==> config.mk <==
export PLATFORM = sky130hd
export DESIGN_NAME = tgapsd_parser
export DESIGN_NICKNAME = d
export VERILOG_FILES = /design/src/rtl/core/tgapsd_pkg.sv /design/src/rtl/core/tgapsd_parser.sv
export SDC_FILE = /design/constraint.sdc
export NUM_CORES = 1
export LEC_CHECK = 0
export ABC_CLOCK_PERIOD_IN_PS = 5100
export BUFFER_PORTS_ARGS = -buffer_cell sky130_fd_sc_hd__buf_2
export CAP_MARGIN = 30
export CORE_MARGIN = 2
export CORE_UTILIZATION = 45
export DETAILED_ROUTE_END_ITERATION = 7
export PLACE_DENSITY = 0.71
export SLEW_MARGIN = 10
export SYNTH_ARGS = -nofsm -noshare
export SYNTH_HDL_FRONTEND = slang
export SYNTH_SLANG_ARGS = --single-unit
==> constraint.sdc <==
create_clock -name i_clk -period 5.1 [get_ports i_clk]
set_input_delay 0.51 -clock i_clk [delete_from_list [all_inputs] [get_ports i_clk]]
set_output_delay 0.51 -clock i_clk [all_outputs]
set_load 0.05 [all_outputs]
==> src/rtl/core/tgapsd_pkg.sv <==
// ----------------------------------------------------------------------------
// tgapsd_pkg
// shared types, codes and helpers of the tga pixel stream decoder
// ----------------------------------------------------------------------------
package tgapsd_pkg;

    // configuration register indexes
    localparam logic [1:0] CFG_RLE_ENABLE  = 2'd0;
    localparam logic [1:0] CFG_PIXEL_KIND  = 2'd1;
    localparam logic [1:0] CFG_PIXEL_TOTAL = 2'd2;

    // pixel kinds
    localparam logic [2:0] KIND_GRAY8  = 3'd0;
    localparam logic [2:0] KIND_INDEX8 = 3'd1;
    localparam logic [2:0] KIND_RGB555 = 3'd2;
    localparam logic [2:0] KIND_BGR24  = 3'd3;
    localparam logic [2:0] KIND_BGRA32 = 3'd4;

    // command codes
    localparam logic CMD_DATA  = 1'b0;
    localparam logic CMD_TABLE = 1'b1;

    localparam int unsigned MAX_PACKET = 128;
    localparam logic [7:0]  ALPHA_OPAQUE = 8'd255;

    // one decoded pixel leaving the parser
    typedef struct packed {
        logic       valid;
        logic       use_table;
        logic [7:0] idx;
        logic [7:0] red;
        logic [7:0] green;
        logic [7:0] blue;
        logic [7:0] alpha;
        logic [7:0] count;
        logic       last;
    } t_pix_res;

    function automatic logic [2:0] bytes_per_pixel(input logic [2:0] kind);
        logic [2:0] n;
        unique case (kind)
            KIND_GRAY8, KIND_INDEX8: n = 3'd1;
            KIND_RGB555:             n = 3'd2;
            KIND_BGRA32:             n = 3'd4;
            default:                 n = 3'd3;
        endcase
        return n;
    endfunction

endpackage

==> src/rtl/core/tgapsd_parser.sv <==
// ----------------------------------------------------------------------------
// tgapsd_parser
// packet header parsing, pixel assembly, decode and pixel counting
// ----------------------------------------------------------------------------
module tgapsd_parser (
    input  logic                  i_clk,
    input  logic                  i_rst_n,
    input  logic                  i_restart,
    input  logic [31:0]           i_restart_total,
    input  logic                  i_rle_enable,
    input  logic [2:0]            i_pixel_kind,
    input  logic                  i_step,
    input  logic [7:0]            i_byte,
    output tgapsd_pkg::t_pix_res  o_res
);

    typedef enum logic {
        PH_HEADER,
        PH_PIXEL
    } t_phase;

    t_phase      r_phase,        n_phase;
    logic        r_run,          n_run;
    logic [7:0]  r_packet_left,  n_packet_left;
    logic [1:0]  r_bip,          n_bip;
    logic [23:0] r_bytes,        n_bytes;
    logic [31:0] r_pixels_left,  n_pixels_left;
    logic        r_image_done,   n_image_done;

    logic [31:0]          w_px;
    logic [2:0]           w_bpp;
    logic [7:0]           w_cnt;
    tgapsd_pkg::t_pix_res w_res;

    assign w_bpp = tgapsd_pkg::bytes_per_pixel(i_pixel_kind);

    // current byte merged into the partial pixel
    always_comb begin
        case (r_bip)
            2'd0:    w_px = {8'd0, r_bytes[23:8], i_byte};
            2'd1:    w_px = {8'd0, r_bytes[23:16], i_byte, r_bytes[7:0]};
            2'd2:    w_px = {8'd0, i_byte, r_bytes[15:0]};
            default: w_px = {i_byte, r_bytes};
        endcase
    end

    always_comb begin
        n_phase       = r_phase;
        n_run         = r_run;
        n_packet_left = r_packet_left;
        n_bip         = r_bip;
        n_bytes       = r_bytes;
        n_pixels_left = r_pixels_left;
        n_image_done  = r_image_done;
        w_cnt         = 8'd1;
        w_res         = '0;
        w_res.alpha   = tgapsd_pkg::ALPHA_OPAQUE;

        if (i_restart) begin
            n_phase       = PH_HEADER;
            n_run         = 1'b0;
            n_packet_left = 8'd0;
            n_bip         = 2'd0;
            n_bytes       = 24'd0;
            n_pixels_left = i_restart_total;
            n_image_done  = (i_restart_total == 32'd0);
        end else if (i_step && !r_image_done) begin
            if (i_rle_enable && r_phase == PH_HEADER) begin
                n_run         = i_byte[7];
                n_packet_left = {1'b0, i_byte[6:0]} + 8'd1;
                n_phase       = PH_PIXEL;
                n_bip         = 2'd0;
                n_bytes       = 24'd0;
            end else if ({1'b0, r_bip} + 3'd1 < w_bpp) begin
                n_bip   = r_bip + 2'd1;
                n_bytes = w_px[23:0];
            end else begin
                n_bip   = 2'd0;
                n_bytes = 24'd0;

                // decode
                unique case (i_pixel_kind)
                    tgapsd_pkg::KIND_GRAY8: begin
                        w_res.red = w_px[7:0];
                    end
                    tgapsd_pkg::KIND_INDEX8: begin
                        w_res.use_table = 1'b1;
                        w_res.idx       = w_px[7:0];
                    end
                    tgapsd_pkg::KIND_RGB555: begin
                        w_res.red   = {w_px[14:10], 3'b000};
                        w_res.green = {w_px[9:5], 3'b000};
                        w_res.blue  = {w_px[4:0], 3'b000};
                    end
                    tgapsd_pkg::KIND_BGRA32: begin
                        w_res.blue  = w_px[7:0];
                        w_res.green = w_px[15:8];
                        w_res.red   = w_px[23:16];
                        w_res.alpha = w_px[31:24];
                    end
                    default: begin
                        w_res.blue  = w_px[7:0];
                        w_res.green = w_px[15:8];
                        w_res.red   = w_px[23:16];
                    end
                endcase

                // run count or single pixel
                if (i_rle_enable && r_run) begin
                    w_cnt         = r_packet_left;
                    n_packet_left = 8'd0;
                end else if (i_rle_enable && r_packet_left != 8'd0) begin
                    n_packet_left = r_packet_left - 8'd1;
                end

                // clamp to the pixels left
                if ({24'd0, w_cnt} > r_pixels_left) begin
                    w_cnt = r_pixels_left[7:0];
                end
                if (i_rle_enable && n_packet_left == 8'd0) begin
                    n_phase = PH_HEADER;
                end

                n_pixels_left = r_pixels_left - {24'd0, w_cnt};
                n_image_done  = (n_pixels_left == 32'd0);
                w_res.valid   = 1'b1;
                w_res.count   = w_cnt;
                w_res.last    = n_image_done;
            end
        end
    end

    always_ff @(posedge i_clk) begin
        if (!i_rst_n) begin
            r_phase       <= PH_HEADER;
            r_run         <= 1'b0;
            r_packet_left <= 8'd0;
            r_bip         <= 2'd0;
            r_bytes       <= 24'd0;
            r_pixels_left <= 32'd1;
            r_image_done  <= 1'b0;
        end else begin
            r_phase       <= n_phase;
            r_run         <= n_run;
            r_packet_left <= n_packet_left;
            r_bip         <= n_bip;
            r_bytes       <= n_bytes;
            r_pixels_left <= n_pixels_left;
            r_image_done  <= n_image_done;
        end
    end

    assign o_res = w_res;

    // done flag tracks the pixel counter
    a_done_matches_left: assert property (@(posedge i_clk) disable iff (!i_rst_n)
        r_image_done == (r_pixels_left == 32'd0))
        else $error("image done flag out of step with pixels left");

    // inside a packet there is always at least one pixel to come
    a_packet_nonempty: assert property (@(posedge i_clk) disable iff (!i_rst_n)
        (r_phase == PH_PIXEL) |-> (r_packet_left != 8'd0))
        else $error("packet body with zero pixels left");

    // partial pixel never holds a full pixel's bytes
    a_bip_in_range: assert property (@(posedge i_clk) disable iff (!i_rst_n)
        ({1'b0, r_bip} < w_bpp))
        else $error("byte position beyond pixel size");

endmodule

After elaboration in Yosys (flattened, before gate mapping)
Cells that the tools add are included.
- logic and storage cells: 87
- input port bits: 48
- register bits after elaboration: 69
- output and inout bits: 51
- order comparisons: 2
- equality and inequality tests: 8
- bitwise logic cells: 2
- $add $sub $neg: 5
- reductions and logical operators: 20
- multiplexer cells: 43
- operators by type and width (kind ; count):
    two-way mux 51 bit ; 4
    two-way mux 8 bit ; 19
    two-way mux 32 bit ; 4
    case mux 32 bit (3 select lines) ; 1
    logical NOT 32 bit ; 2
    two-way mux 24 bit ; 2
    greater-than comparator 8 x 32 -> 1 bit ; 1
    case mux 16 bit (2 select lines) ; 1
    subtractor 32 x 8 -> 32 bit ; 1
    case mux 8 bit (3 select lines) ; 1
    two-way mux 9 bit ; 1
    case mux 3 bit (3 select lines) ; 1
    adder 7 x 1 -> 8 bit (second input constant) ; 1
    logical NOT 8 bit ; 1
    nonzero test 8 bit ; 1
    subtractor 8 x 1 -> 8 bit (second input constant) ; 1
    two-way mux 1 bit ; 7
    != test 2 bit (second input constant) ; 3
    AND reduction 3 bit ; 2
    logical AND 1 bit ; 5
    two-way mux 2 bit ; 2
    AND reduction 2 bit ; 2
    nonzero test 2 bit ; 2
    OR reduction 2 bit ; 2
    other kinds (12) ; 13

Depth between registers and ports, before layout
- depth in word-level cells: 20
- gate-level depth with buffers: 22
- mapped depth without buffers: 21

Least setup slack after synthesis
No wires, ideal clock.
- kind: input -> output
- from: in i_rle_enable
- to: out o_res[0] in the netlist's numbering
- path buffers: 1
- setup slack: -0.831 ns
- required time: 4.590 ns
- arrival: 5.421 ns
- stages on the path: 21
- path through: clkbuf_1 -> nand2_1 -> nor2_1 -> ha_1 -> nor2b_1 -> o21a_1 -> o21a_1 -> o21a_1 -> o21bai_1 -> a21oi_2 -> mux2i_1 -> ha_1 -> inv_1 -> fa_1 -> a21oi_1 -> o211ai_1 -> a21oi_1 -> nand3_1 -> xnor2_1 -> or4_1 -> nor4_2
- RTL lines (item ; RTL line ; RTL):
    start: declaration ; tgapsd_parser.sv:10 ; input logic i_rle_enable,
    end: declaration ; tgapsd_parser.sv:14 ; output tgapsd_pkg::t_pix_res o_res

==> results.py <==
metrics = {
    "route": {
        "dr_total_vias": 6513,
        "wl_per_cell_um": 17.4,
        "routed_wl_um": 19500,
        "detail-route-antenna-nets": 0,
        "dr.pass1.iters": 5,
        "drt_iter0_markers": 488,
        "drt-vias-per-instance": 5.83,
        "drc": 0,
    },
    "cts": {
        "cts.reportedPaths.clkPinSlew_ps": 60,
        "clk_root_buffer_cell": "sky130_fd_sc_hd__clkbuf_16",
        "cts_buffer_depth": 2,
        "cts-htree-levels": 3,
        "cts_sinks": 69,
        "number_of_clock_buffers_inserted_by_tritoncts": 9,
        "tritoncts": "done",
        "insertion_delay_ps": 350,
    },
    "synth": {
        "syn_inst": 780,
        "register_bit_total_from_synthesis": 69,
        "syn_avg_cell_area_um2": 7.40,
        "ys_top_cells_by_area": "sky130_fd_sc_hd__dfxtp_1 (24%), sky130_fd_sc_hd__nor2_1 (7.0%), sky130_fd_sc_hd__ha_1 (5.6%)",
        "synth_adder_area_share": 0.0599,
        "synth-edff-count": 0,
        "ys_top_cells_by_count": "sky130_fd_sc_hd__nor2_1 (107), sky130_fd_sc_hd__dfxtp_1 (69), sky130_fd_sc_hd__nand2_1 (67)",
        "synthXorXnorAreaFrac": 0.0714,
        "synthDominantCellAreaShare": 0.239,
        "synth_compound_gate_area_share": 0.267,
        "post_synth_num_cell_types": 68,
        "synthesis.area_mm2": 0.00577,
        "count_of_synthesis_stage_warnings_from_yosys": 0,
        "synth_mux_area_frac": 0.0158,
        "syn_nets": 855,
        "async_flop_share": 0,
        "synth-main-ff-cell": "sky130_fd_sc_hd__dfxtp_1",
        "yosysMostFrequentCell": "sky130_fd_sc_hd__nor2_1",
        "synth_sequential_area_ratio": 0.239,
        "synthSimpleGateAreaFrac": 0.289,
        "main_combinational_cell_family_by_area_after_synthesis": "simple AND/OR/NAND/NOR gates",
        "synth_largest_area_cell": "sky130_fd_sc_hd__dfxtp_1",
    },
    "cells_and_area": {
        "antennaDiodeCount": 0,
        "seq_area_mm2": 0.00139,
        "finish.utilization": 0.607,
        "final_layout_size_suffix_gt1_frac": 0.296,
        "nFillCells": 1142,
        "final_nets": 1016,
        "syn2layout_area_growth_pct": 32.3,
        "final_area_mm2": 0.00763,
        "multi_input_area_mm2": 0.00426,
    },
    "critical_path": {
        "critical_path_peak_fanout": 7,
        "criticalPathCategory": "reg -> out",
        "worstSetupEndpointType": "output pin",
        "worst-endpoint-required_ps": 4590,
        "critPathArrivalTime_ps": 4750,
        "ff2ff_path_depth": 22,
        "setup.worst_path.start_class": "flop",
    },
    "sta": {
        "rsz0062_at_grt": "true",
        "final_hold_viol_count": 0,
        "post-route-min-period_ps": 5260,
        "fmaxAchievable_ghz": 0.190,
        "worstMarginPinSlew_ps": 1020,
        "setup_tns_ps": -159,
        "whs_ps": 406,
        "fraction_of_the_cycle_the_final_worst_path_needs": 1.03,
        "final.setup.worst_slack_ps": -159,
        "timing.clock.skew_ps": 8.59,
        "finalMaxSlewViolations": 0,
        "setup_viol": 1,
        "worst_slew_margin_rel": 0.314,
    },
    "floorplan": {
        "die-height_um": 117,
        "coreArea_mm2": 0.0126,
        "effective_utilization_at_floorplan": 0.459,
        "placement_rows": 41,
        "dieArea_mm2": 0.0137,
        "dieWidth_um": 117,
        "pin_count": 99,
    },
    "hold_path": {
        "holdCritPathClass": "in -> reg",
        "whs_path_depth": 2,
    },
    "pwr": {
        "power.leakage_uw": 0.00324,
        "power.density_mw_per_mm2": 239,
        "ir_worst_vdd_mv": 0.250,
    },
    "place": {
        "dpl_cell_area_mm2": 0.00708,
        "numPortBuffers": 98,
        "place_ws_ps": -443,
        "sum_of_net_half_perimeters_after_detailed_placement_um": 14100,
        "routabilityCongestion": 0.958,
    },
    "global_route": {
        "grt_pass1_wl_um": 30700,
        "via_count_of_the_first_global_routing_pass": 6136,
        "grt.overflow.total": 0,
        "grtUsageTotal": 0.287,
        "grt_max_degree": 46,
        "antenna_found_initial": 1,
    },
    "status": {
        "failed_checks": "negative setup slack",
        "run_status": "finished with violations",
    },
    "run": {
        "drv.max_cap_violation_count": 0,
    },
}
flip-flops by register name (all words and copies together) (netlist names):
| name | cells |
|---|---|
| r_run | 1 |
| r_pixels_left | 32 |
| r_bytes | 24 |
| r_bip | 2 |
| r_image_done | 1 |
| r_packet_left | 8 |
| r_phase | 1 |
cell type report:
type / instances / area share
clock buffers: 9 / 0.0295
repair buffers: 212 / 0.179
well taps: 172 / 0.0282
clock inverters: 7 / 0.0126
flip-flops and latches: 69 / 0.182
multi-input cells: 628 / 0.559
inverters: 21 / 0.0103
critical path, stage by stage, from the launching register on:
cell and delay [ps]:
sky130_fd_sc_hd__dfxtp_2 330, sky130_fd_sc_hd__inv_2 60, sky130_fd_sc_hd__nor2_4 130, sky130_fd_sc_hd__ha_4 220
sky130_fd_sc_hd__nor2b_4 120, sky130_fd_sc_hd__o21a_1 160, sky130_fd_sc_hd__o21a_1 170, sky130_fd_sc_hd__o21a_1 170
sky130_fd_sc_hd__o21bai_2 170, sky130_fd_sc_hd__a21oi_4 100, sky130_fd_sc_hd__buf_6 160, sky130_fd_sc_hd__mux2i_1 190
sky130_fd_sc_hd__ha_1 280, sky130_fd_sc_hd__buf_4 170, sky130_fd_sc_hd__a21oi_1 170, sky130_fd_sc_hd__nor3b_1 110
sky130_fd_sc_hd__nor4_1 240, sky130_fd_sc_hd__buf_4 170, sky130_fd_sc_hd__mux2_2 330, sky130_fd_sc_hd__a211oi_2 220
sky130_fd_sc_hd__nand4_2 150, sky130_fd_sc_hd__nor4_4 360, sky130_fd_sc_hd__buf_6 210
stage by stage:
stage                     std cells  total power [µW]
final                          1118              1830
after global routing           1118              1910
after detailed placement       1093              1110
after CTS                      1116              1820
after floorplan                 780               910
after global placement         1092              1100
metal layers:
metal | up-vias | routed length (µm) | global-route usage
met1 | 3048 | 8080 | 0.362
met4 | 0 | 610 | 0.107
met5 | - | 0 | 0
li1 | 3160 | - | -
met3 | 43 | 1350 | 0.0572
met2 | 262 | 9430 | 0.485
power breakdown:
group,switching (µW),internal (µW)
combinational,308,243
sequential,19.0,561
clock,265,431
total,592,1240
layout by cell type, fill, tap and decap left out, types with 15 or more instances in the layout:
cell type,synthesis,final
sky130_fd_sc_hd__o21ai_0,40,40
sky130_fd_sc_hd__nand3_1,15,15
sky130_fd_sc_hd__nand2_1,67,65
sky130_fd_sc_hd__a22oi_1,42,42
sky130_fd_sc_hd__dfxtp_1,69,66
sky130_fd_sc_hd__a22o_1,31,31
sky130_fd_sc_hd__inv_1,21,19
sky130_fd_sc_hd__a21oi_1,34,31
sky130_fd_sc_hd__xnor2_1,35,35
sky130_fd_sc_hd__nor4_1,25,23
sky130_fd_sc_hd__buf_4,0,112
sky130_fd_sc_hd__and2_1,21,21
sky130_fd_sc_hd__nor2_1,107,105
sky130_fd_sc_hd__buf_2,5,96
sky130_fd_sc_hd__ha_1,26,22
cell families after synthesis:
family	Yosys count
mux	9
flops	69
fa+ha+maj	27
simple gates	328
xor+xnor	47
compound gates	217
buf+inv	83
path summary, 6_finish.rpt:
path	startpoint	endpoint	slack [ps]
max	r_packet_left[1]$_SDFFE_PP0P_	o_res[0]	-160
min	i_restart_total[28]	r_pixels_left[28]$_SDFFE_PN0P_	410
max reg2reg	r_packet_left[1]$_SDFFE_PP0P_	r_pixels_left[21]$_SDFFE_PN0P_	560
min reg2reg	r_bytes[10]$_SDFFE_PP0P_	r_bytes[10]$_SDFFE_PP0P_	490
timing repair:
item                       CTS  global route
hold buffers                 0             0
pin swaps                   21             6
gates cloned                 0             0
setup endpoints to repair    1             1
setup buffers                7             2
resized for setup           25            11
Power figures use the tool's default switching activity.
